**src/hw/rtl/pfr_pkg.sv**
```systemverilog
`default_nettype none
package pfr_pkg;

  localparam int BYTE_W     = 8;
  localparam int WIDTH_W    = 6;
  localparam int VCOUNT_W   = 16;
  localparam int OFFS_W     = 3;
  localparam int CFG_IDX_W  = 3;
  localparam int CFG_DATA_W = 16;

  // register indexes on the configuration port
  localparam logic [CFG_IDX_W-1:0] REG_IN_BITS     = 3'd0;
  localparam logic [CFG_IDX_W-1:0] REG_OUT_BITS    = 3'd1;
  localparam logic [CFG_IDX_W-1:0] REG_VALUE_COUNT = 3'd2;
  localparam logic [CFG_IDX_W-1:0] REG_SRC_OFFSET  = 3'd3;
  localparam logic [CFG_IDX_W-1:0] REG_DST_OFFSET  = 3'd4;

  localparam logic [WIDTH_W-1:0] IN_BITS_RST  = 6'd8;
  localparam logic [WIDTH_W-1:0] OUT_BITS_RST = 6'd8;

  typedef struct packed {
    logic [WIDTH_W-1:0]  in_bits;
    logic [WIDTH_W-1:0]  out_bits;
    logic [VCOUNT_W-1:0] value_count;
    logic [OFFS_W-1:0]   src_offset;
    logic [OFFS_W-1:0]   dst_offset;
  } cfg_t;

  // sequencer to output packer
  typedef struct packed {
    logic start;
    logic put;
    logic put_bit;
    logic put_final;
    logic flush;
  } pack_ctl_t;

endpackage
`default_nettype wire

```
**src/hw/rtl/pfr_cfg_regs.sv**
```systemverilog
`default_nettype none
module pfr_cfg_regs (
  input  wire logic                             clk,
  input  wire logic                             rst_n,
  input  wire logic                             cfg_valid,
  output logic                                  cfg_ready,
  input  wire logic [pfr_pkg::CFG_IDX_W-1:0]    cfg_index,
  input  wire logic [pfr_pkg::CFG_DATA_W-1:0]   cfg_data,
  output pfr_pkg::cfg_t                         cfg
);

  pfr_pkg::cfg_t cfg_r, cfg_nxt;

  assign cfg_ready = 1'b1;
  assign cfg     = cfg_r;

  always_comb begin
    cfg_nxt = cfg_r;
    if (cfg_valid) begin
      unique case (cfg_index)
        pfr_pkg::REG_IN_BITS:     cfg_nxt.in_bits     = cfg_data[pfr_pkg::WIDTH_W-1:0];
        pfr_pkg::REG_OUT_BITS:    cfg_nxt.out_bits    = cfg_data[pfr_pkg::WIDTH_W-1:0];
        pfr_pkg::REG_VALUE_COUNT: cfg_nxt.value_count = cfg_data[pfr_pkg::VCOUNT_W-1:0];
        pfr_pkg::REG_SRC_OFFSET:  cfg_nxt.src_offset  = cfg_data[pfr_pkg::OFFS_W-1:0];
        pfr_pkg::REG_DST_OFFSET:  cfg_nxt.dst_offset  = cfg_data[pfr_pkg::OFFS_W-1:0];
        default: ;
      endcase
    end
  end

  always_ff @(posedge clk) begin
    if (!rst_n) begin
      cfg_r.in_bits     <= pfr_pkg::IN_BITS_RST;
      cfg_r.out_bits    <= pfr_pkg::OUT_BITS_RST;
      cfg_r.value_count <= '0;
      cfg_r.src_offset  <= '0;
      cfg_r.dst_offset  <= '0;
    end else begin
      cfg_r <= cfg_nxt;
    end
  end

endmodule
`default_nettype wire

```
**src/hw/rtl/pfr_out_pack.sv**
```systemverilog
`default_nettype none
module pfr_out_pack (
  input  wire logic                           clk,
  input  wire logic                           rst_n,
  input  wire pfr_pkg::pack_ctl_t             ctl,
  input  wire logic [pfr_pkg::OFFS_W-1:0]     dst_offset,
  output logic                                step_ok,
  output logic                                out_valid,
  input  wire logic                           out_stall,
  output logic [pfr_pkg::BYTE_W-1:0]          out_byte,
  output logic                                out_last
);

  logic [pfr_pkg::BYTE_W-1:0] shift_r, shift_nxt;
  logic [pfr_pkg::OFFS_W-1:0] fill_r, fill_nxt;
  logic                       ov_r, ov_nxt;
  logic [pfr_pkg::BYTE_W-1:0] obyte_r, obyte_nxt;
  logic                       olast_r, olast_nxt;
  logic [pfr_pkg::BYTE_W-1:0] placed;

  // a step may emit a byte, so it waits while a stalled byte is held
  assign step_ok   = !ov_r || !out_stall;
  assign out_valid = ov_r;
  assign out_byte  = obyte_r;
  assign out_last  = olast_r;

  assign placed = shift_r | (pfr_pkg::BYTE_W'(ctl.put_bit) << fill_r);

  always_comb begin
    shift_nxt = shift_r;
    fill_nxt  = fill_r;
    ov_nxt    = ov_r;
    obyte_nxt = obyte_r;
    olast_nxt = olast_r;
    if (ov_r && !out_stall) ov_nxt = 1'b0;
    if (ctl.start) begin
      shift_nxt = '0;
      fill_nxt  = dst_offset;
    end else if (ctl.put) begin
      if (fill_r == 3'd7 || ctl.put_final) begin
        ov_nxt    = 1'b1;
        obyte_nxt = placed;
        olast_nxt = ctl.put_final;
        shift_nxt = '0;
        fill_nxt  = '0;
      end else begin
        shift_nxt = placed;
        fill_nxt  = fill_r + 3'd1;
      end
    end else if (ctl.flush && fill_r != '0) begin
      ov_nxt    = 1'b1;
      obyte_nxt = shift_r;
      olast_nxt = 1'b1;
      shift_nxt = '0;
      fill_nxt  = '0;
    end
  end

  always_ff @(posedge clk) begin
    if (!rst_n) begin
      ov_r    <= 1'b0;
      shift_r <= '0;
      fill_r  <= '0;
    end else begin
      ov_r    <= ov_nxt;
      shift_r <= shift_nxt;
      fill_r  <= fill_nxt;
    end
  end

  always_ff @(posedge clk) begin
    obyte_r <= obyte_nxt;
    olast_r <= olast_nxt;
  end

endmodule
`default_nettype wire

```
**src/hw/rtl/packed_field_width_repacker.sv**
```systemverilog
`default_nettype none
// Bit-serial repacker: converts a byte stream of value_count packed fields of in_bits
// each (LSB first, from bit src_offset) into fields of out_bits each (LSB first, from
// bit dst_offset), keeping the low bits and zero-filling when widening. The first
// request of a job starts it; with value_count zero the request is dropped. Each input
// byte is taken in the idle state and its eight bits are then shifted through the
// single-bit datapath, with zero bits added after every field that ends in the byte
// when widening. The byte that closes a job stops at the bit ending its final field
// and then flushes the last partial byte; every step also waits while a completed
// output byte is held stalled.
// Registers may be written between requests; widths and count take effect on the next bit, offsets at the next job.
module packed_field_width_repacker #(
  parameter int MAX_FIELD_BITS = 32,
  parameter int COUNT_BITS     = 16
) (
  input  wire logic                             clk,
  input  wire logic                             rst_n,
  input  wire logic                             in_valid,
  output logic                                  in_stall,
  input  wire logic [pfr_pkg::BYTE_W-1:0]       in_byte,
  output logic                                  out_valid,
  input  wire logic                             out_stall,
  output logic [pfr_pkg::BYTE_W-1:0]            out_byte,
  output logic                                  out_last,
  input  wire logic                             cfg_valid,
  output logic                                  cfg_ready,
  input  wire logic [pfr_pkg::CFG_IDX_W-1:0]    cfg_index,
  input  wire logic [pfr_pkg::CFG_DATA_W-1:0]   cfg_data
);

  localparam int PW   = $clog2(MAX_FIELD_BITS);
  localparam int EW   = $clog2(MAX_FIELD_BITS + 1);
  localparam int CW   = (EW > pfr_pkg::WIDTH_W) ? EW : pfr_pkg::WIDTH_W;
  localparam int CMPW = ((COUNT_BITS > pfr_pkg::VCOUNT_W) ? COUNT_BITS : pfr_pkg::VCOUNT_W) + 1;

  localparam logic [1:0] S_IDLE  = 2'd0;
  localparam logic [1:0] S_BITS  = 2'd1;
  localparam logic [1:0] S_FILL  = 2'd2;
  localparam logic [1:0] S_FLUSH = 2'd3;

  pfr_pkg::cfg_t      cfg;
  pfr_pkg::pack_ctl_t ctl;
  logic               step_ok;

  logic [1:0]                  state_r, state_nxt;
  logic                        job_r, job_nxt;
  logic [pfr_pkg::OFFS_W-1:0]  lead_r, lead_nxt;
  logic [PW-1:0]               pos_r, pos_nxt;
  logic [COUNT_BITS-1:0]       fd_r, fd_nxt;
  logic [2:0]                  cnt_r, cnt_nxt;
  logic [pfr_pkg::BYTE_W-1:0]  sr_r, sr_nxt;
  logic                        adv;

  logic [CW-1:0] ib_c, ob_c;
  logic [EW-1:0] ib, ob, p1;
  logic          last_field;

  pfr_cfg_regs u_cfg (
    .clk       (clk),
    .rst_n     (rst_n),
    .cfg_valid (cfg_valid),
    .cfg_ready (cfg_ready),
    .cfg_index (cfg_index),
    .cfg_data  (cfg_data),
    .cfg       (cfg)
  );

  pfr_out_pack u_pack (
    .clk        (clk),
    .rst_n      (rst_n),
    .ctl        (ctl),
    .dst_offset (cfg.dst_offset),
    .step_ok    (step_ok),
    .out_valid  (out_valid),
    .out_stall  (out_stall),
    .out_byte   (out_byte),
    .out_last   (out_last)
  );

  // width 0 acts as 1, anything above the maximum is clamped
  assign ib_c = (cfg.in_bits == '0) ? CW'(1) :
                ((CW'(cfg.in_bits) > CW'(MAX_FIELD_BITS)) ? CW'(MAX_FIELD_BITS)
                                                          : CW'(cfg.in_bits));
  assign ob_c = (cfg.out_bits == '0) ? CW'(1) :
                ((CW'(cfg.out_bits) > CW'(MAX_FIELD_BITS)) ? CW'(MAX_FIELD_BITS)
                                                           : CW'(cfg.out_bits));
  assign ib = ib_c[EW-1:0];
  assign ob = ob_c[EW-1:0];
  assign p1 = EW'(pos_r) + EW'(1);

  assign last_field = (CMPW'(fd_r) + CMPW'(1)) >= CMPW'(cfg.value_count);

  assign in_stall = (state_r != S_IDLE);

  always_comb begin
    state_nxt = state_r;
    job_nxt   = job_r;
    lead_nxt  = lead_r;
    pos_nxt   = pos_r;
    fd_nxt    = fd_r;
    cnt_nxt   = cnt_r;
    sr_nxt    = sr_r;
    ctl       = '0;
    adv       = 1'b0;
    unique case (state_r)
      S_IDLE: begin
        if (in_valid) begin
          if (job_r) begin
            sr_nxt    = in_byte;
            cnt_nxt   = '0;
            state_nxt = S_BITS;
          end else if (cfg.value_count != '0) begin
            job_nxt   = 1'b1;
            lead_nxt  = cfg.src_offset;
            pos_nxt   = '0;
            fd_nxt    = '0;
            ctl.start = 1'b1;
            sr_nxt    = in_byte;
            cnt_nxt   = '0;
            state_nxt = S_BITS;
          end
        end
      end
      S_BITS: begin
        if (step_ok) begin
          if (lead_r != '0) begin
            lead_nxt = lead_r - 3'd1;
            adv      = 1'b1;
          end else begin
            if (EW'(pos_r) < ob) begin
              ctl.put       = 1'b1;
              ctl.put_bit   = sr_r[0];
              ctl.put_final = last_field && (p1 == ob) && (ob <= ib);
            end
            if (p1 >= ib) begin
              if (p1 < ob) begin
                // widening: zero bits up to out_bits before the field closes
                pos_nxt   = p1[PW-1:0];
                state_nxt = S_FILL;
              end else begin
                pos_nxt = '0;
                fd_nxt  = fd_r + COUNT_BITS'(1);
                if (last_field) state_nxt = S_FLUSH;
                else adv = 1'b1;
              end
            end else begin
              pos_nxt = p1[PW-1:0];
              adv     = 1'b1;
            end
          end
        end
      end
      S_FILL: begin
        if (step_ok) begin
          ctl.put       = 1'b1;
          ctl.put_bit   = 1'b0;
          ctl.put_final = last_field && (p1 == ob);
          if (p1 >= ob) begin
            pos_nxt = '0;
            fd_nxt  = fd_r + COUNT_BITS'(1);
            if (last_field) begin
              state_nxt = S_FLUSH;
            end else begin
              state_nxt = S_BITS;
              adv       = 1'b1;
            end
          end else begin
            pos_nxt = p1[PW-1:0];
          end
        end
      end
      S_FLUSH: begin
        if (step_ok) begin
          ctl.flush = 1'b1;
          job_nxt   = 1'b0;
          state_nxt = S_IDLE;
        end
      end
      default: state_nxt = S_IDLE;
    endcase
    if (adv) begin
      sr_nxt  = sr_r >> 1;
      cnt_nxt = cnt_r + 3'd1;
      if (cnt_r == 3'd7) state_nxt = S_IDLE;
    end
  end

  always_ff @(posedge clk) begin
    if (!rst_n) begin
      state_r <= S_IDLE;
      job_r   <= 1'b0;
      lead_r  <= '0;
      pos_r   <= '0;
      fd_r    <= '0;
      cnt_r   <= '0;
    end else begin
      state_r <= state_nxt;
      job_r   <= job_nxt;
      lead_r  <= lead_nxt;
      pos_r   <= pos_nxt;
      fd_r    <= fd_nxt;
      cnt_r   <= cnt_nxt;
    end
  end

  always_ff @(posedge clk) begin
    sr_r <= sr_nxt;
  end

endmodule
`default_nettype wire

```
**config.mk**
```make
export PLATFORM = sky130hd
export DESIGN_NAME = packed_field_width_repacker
export DESIGN_NICKNAME = d
export VERILOG_FILES = /design/src/hw/rtl/pfr_pkg.sv /design/src/hw/rtl/pfr_cfg_regs.sv /design/src/hw/rtl/pfr_out_pack.sv /design/src/hw/rtl/packed_field_width_repacker.sv
export SDC_FILE = /design/constraint.sdc
export NUM_CORES = 1
export LEC_CHECK = 0
export ABC_AREA = 1
export BUFFER_PORTS_ARGS = -buffer_cell sky130_fd_sc_hd__buf_2
export CAP_MARGIN = 5
export CORE_UTILIZATION = 50
export DETAILED_ROUTE_END_ITERATION = 16
export PLACE_DENSITY = 0.77
export SLEW_MARGIN = 20
export SYNTH_ARGS = -nofsm -noshare
export SYNTH_HDL_FRONTEND = slang
export SYNTH_HIERARCHICAL = 1
export SYNTH_SLANG_ARGS = --single-unit
```
**constraint.sdc**
```tcl
create_clock -name clk -period 6.3 [get_ports clk]
set_input_delay 0.63 -clock clk [delete_from_list [all_inputs] [get_ports clk]]
set_output_delay 0.63 -clock clk [all_outputs]
set_load 0.005 [all_outputs]
```
# After elaboration in Yosys (flattened, before gate mapping)
# Index checks and enable logic that the tools add are counted.
# word_totals
elab_cells	192
output_inout_bits	12
reg_bits	93
input_bits	32
# op_classes
add_sub_neg	6
muxes	96
bitwise_logic	3
n_reduce_logical	38
shifts	1
eq_ne	22
n_lt_le_gt_ge	8
# op_table
operator	count
$mux 16	9
$mux 8	8
$mux 3	18
$pmux 16 s3	1
$mux 5	9
$mux 2	14
$mux 1	24
$mux 6	4
$ne 2x2->1 const B	11
$mux 7	3
$add 16x1->17 const B	1
$ge 17x16->1	1
$add 16x1->16 const B	1
$reduce_bool 16->1	1
$pmux 5 s3	1
$reduce_bool 3->1	5
$reduce_bool 2->1	7
$ge 6x6->1	2
$gt 6x6->1 const B	2
$logic_not 6->1	2
$pmux 3 s2	2
$reduce_and 3->1	4
$reduce_and 10->1	1
$reduce_and 2->1	5
26 further kinds	38

# Longest topological paths before layout
# depth
ltp_word	14
ltp_mapped	28
ltp_nobuf	28

# Hierarchy
# Netlist, hierarchy kept.
# modules_own_cells
module	cells_each	instances	area_per_inst_um2	seq_area_each_um2
packed_field_width_repacker	503	1	3577.2	830.8
pfr_cfg_regs	218	1	1461.4	680.7
pfr_out_pack	119	1	979.7	510.5

# Worst setup path before layout
# Ideal clock, no wire load.
# synth_path
path_kind	reg-to-reg
from	register fd_r[0]
to	register u_pack.obyte_r (netlist bit u_pack/out_byte[0]) (enable)
required_ps	5971
stages_incl_launch_ff	23
setup_ps	329
synth_period_minus_slack_ps	3367
arrival_time_ps	3038
path_slack_ps	2933
path_buffers	0
path_cell_list	dfxtp_1 ha_1 nand4_2 nor2_2 nand3_2 nor2_1 nand3_1 xor2_1 ha_1 nand2_1 nor2_1 nand3_1 o21bai_1 nor2_1 nand2_1 nand2_2 nand2_2 nand2_1 a211oi_1 nor2_1 a21oi_1 nand2_1 inv_1
# synth_rtl
element	line	text
start: declaration	packed_field_width_repacker.sv:49	logic [COUNT_BITS-1:0] fd_r, fd_nxt;
start signal: assignment	packed_field_width_repacker.sv:201	fd_r <= fd_nxt;
end signal: assignment	pfr_out_pack.sv:72	obyte_r <= obyte_nxt;
end: declaration	pfr_out_pack.sv:17	logic [pfr_pkg::BYTE_W-1:0] obyte_r, obyte_nxt;

==> metrics <==
Skew-Pair Late Insertion Delay 0.35 ns; combinational share of power just over 40%; failing checks DRC; crit-path leading delay family simple AND/OR/NAND/NOR gates; Worst setup EP type register; sw frac just over 40%; clock-pin slew on the worst setup and hold paths roughly 0.070 ns; boundary pin count 44; fin crit period around 4 ns; Min-Delay Path Class reg -> reg; mean routed wirelength per cell between 10 and 15 um; placed cells ~1000; Post-synth top flop dfxtp_1; hold_buf cts 0; area of placed instances 0.006255 mm^2; Total Wirelength 12850 um; die width around 110 um; Final setup viols 0; CTS resizes 0; share of layout cells above drive strength 1 between 10% and 20%; most common cell after layout, fill and taps aside nand2_1; actual slew at the worst max-slew pin around 0.95 ns; Routed Antenna Nets 0; CP Max Fanout 9; residual DRC count 3; Critical Path RT ~6.3 ns; Rows 39; most frequent cells in the layout nand2_1 (170), inv_1 (119), nor2_1 (119); gr usage total a little over a fifth; Post-synth EDFFs 16; fin cells 1018; Seq/Total Area, Yosys between 30% and 40%; total CTS buffers 9; synth warn 6; DIE HEIGHT about 110 um; FFs w/ async S/R, synth 0%; filler cell count in the final layout between 1000 and 1500; outcome finished with violations; # nets final 954; drt via density between 5 and 6; Placeable Area ~0.012 mm^2; clk sink count 93; first-pass GRT wire length 21980 um; Setup CP Type reg -> reg; Final Skew around 0.0096 ns; Final Hold Fails 0; Peak Freq roughly 260 MHz; Seq cells post-synth 93; first drt pass iteration count 11; largest stage delay on the critical path 0.37 ns; WP buf/inv 1; area of the multi-input gates between 0.003 and 0.004 mm^2; sequential power share approximately 33%; Slowest-stage cell, CP dfxtp_1; TritonCTS clock tree done; DR iter-0 viols about 290; Post-Syn Area 0.006018 mm^2; root buf cell clkbuf_16; Switch Pwr approximately 940 uW; largest net degree at the start of global routing 53; gpl congestion ~0.86; syn nets between 900 and 1000; total die area ~0.012 mm^2; Post-CTS Setup Inserts 0; Yosys cell types 50; startpoint types register; leakage roughly 0.0032 uW; Design Area, Final between 0.006 and 0.007 mm^2; n_diodes 0; Post-Syn Area per Cell between 7 and 8 um^2; # port buffers 42; FF+latch area around 0.0020 mm^2; DR vias approximately 5200; initial antenna violation count 0; Worst VDD drop ~160 uV; RSZ-0062 raised after global routing false; synthesized instance count 840; PD cells ~350 mW/mm^2; Fin Setup TNS 0 ns; CP cell instances ha_1, nand4_2, nor2_2, nand3_2, nor2_1, nand3_1, xor2_1, ha_1, nand2_1, nor2_1, nand3_1, o21bai_1, nor2_1, nand2_1, nand2_2, nand2_2, nand2_1, a211oi_1, nor2_1, a21oi_1, nand2_1, inv_1; number of H-tree levels 3; vias in the first global route 4816; grt ovf 0; final design utilization 57.04%; Initial Utilization ~52%; Slew headroom between 30% and 40%; Tcrit/Tclk final ~62%; Slew Limit Fails 0; Pint between 1000 and 1500 uW; clock power share 26.0%; final hold slack about 0.46 ns; maximum clock insertion buffer count 2; hpwl dp 9736 um; # Max-Cap Violations 0; CP arrival about 3.9 ns; synth-to-layout area growth 9.605%
per-layer routing:
| metal | GRT usage, % | vias to the layer above | part of all wire (%) |
|---|---|---|---|
| li1 | - | 2752 | - |
| met3 | 4.300 | 18 | 4.7 |
| met2 | 35.11 | 116 | 45 |
| met5 | 0 | - | 0 |
| met4 | 8.739 | 0 | 2.2 |
| met1 | 29.10 | 2355 | 48 |
area by class of cell:
type	count	share of cell area, %
clock buffer	10	3.623
tap	143	2.712
sequential	93	30.65
timing repair buffer	42	3.187
clock inverter	6	1.423
multi-input combinational	593	50.83
inverter	131	7.568
power by group through the flow:
| stage | Sequential [uW] | Clock (uW) | Combinational, uW |
|---|---|---|---|
| floorplan | 773 | 0 | 784 |
| global placement | 787 | 0 | 914 |
| detailed placement | 788 | 0 | 936 |
| CTS | 776 | 622 | 939 |
| global route | 786 | 642 | 1070 |
| finish | 776 | 605 | 943 |
cell families (layout without fill, tap and decap cells):
group | after synthesis | in the layout | synth area share [%]
and+or+nand+nor | 420 | 420 | 31.95
buffers and inverters | 154 | 189 | 10.87
AOI/OAI and AO/OA | 106 | 106 | 10.67
DFF | 93 | 93 | 33.60
adders and majority gates | 52 | 52 | 10.81
xor gates and xnor gates | 14 | 14 | 2.037
other | 1 | 1 | 0.06231
Yosys cell counts, types with 2 or more instances:
master	count	share of area [%]
edfxtp_1	16	8.0
buf_6	4	0.75
nor4_2	3	0.62
a21oi_2	2	0.29
nor2_1	120	7.5
nor2_4	4	0.75
buf_2	9	0.75
nand2_1	170	11
nor3_1	12	1.0
nand2_2	10	1.0
o211ai_1	2	0.25
a31oi_1	2	0.21
dfxtp_1	77	26
buf_4	3	0.37
ha_1	52	11
nand2_4	3	0.56
o21ai_2	8	1.2
inv_2	9	0.56
o21ai_0	22	1.8
o21bai_1	3	0.37
a21o_1	6	0.75
nand4_1	5	0.52
a211oi_1	4	0.50
o21ai_1	4	0.33
o22ai_1	2	0.21
inv_1	119	7.4
nor2_2	4	0.42
clkbuf_1	5	0.31
nand3_1	70	5.8
nand3_2	12	2.0
xor2_1	13	1.9
a21oi_1	47	3.9
registers in the layout, indices dropped and copies added, names as in the netlist:
register          count
fd_r                 16
u_pack/out_valid      1
u_pack/shift_r        8
pos_r                 5
cnt_r                 3
u_cfg/cfg            34
u_pack/out_last       1
u_pack/fill_r         3
state_r               2
job_r                 1
u_pack/out_byte       8
sr_r                  8
lead_r                3
worst min-delay path: stages, from the launching register on:
cell and delay (ns):
dfxtp_1 0.30, inv_1 0.05, a21oi_1 0.06
per-stage QoR:
stage,power [uW],worst slack [ns]
2_1_floorplan,1557,2.933
3_3_place_gp,1702,2.644
3_5_place_dp,1724,2.429
4_1_cts,2338,2.428
5_1_grt,2499,2.019
6_report,2325,2.386
final timing paths:
check	startpoint	endpoint	slack, ns	cells after the start
min	u_pack/shift_r[0]	u_pack/shift_r[0]	0.46	2
max reg2reg	fd_r[0]	u_pack/out_byte[1]	2.39	22
max	fd_r[0]	u_pack/out_byte[1]	2.39	22
min reg2reg	u_pack/shift_r[0]	u_pack/shift_r[0]	0.46	2
No activity file was read; power rests on OpenSTA's default activity.
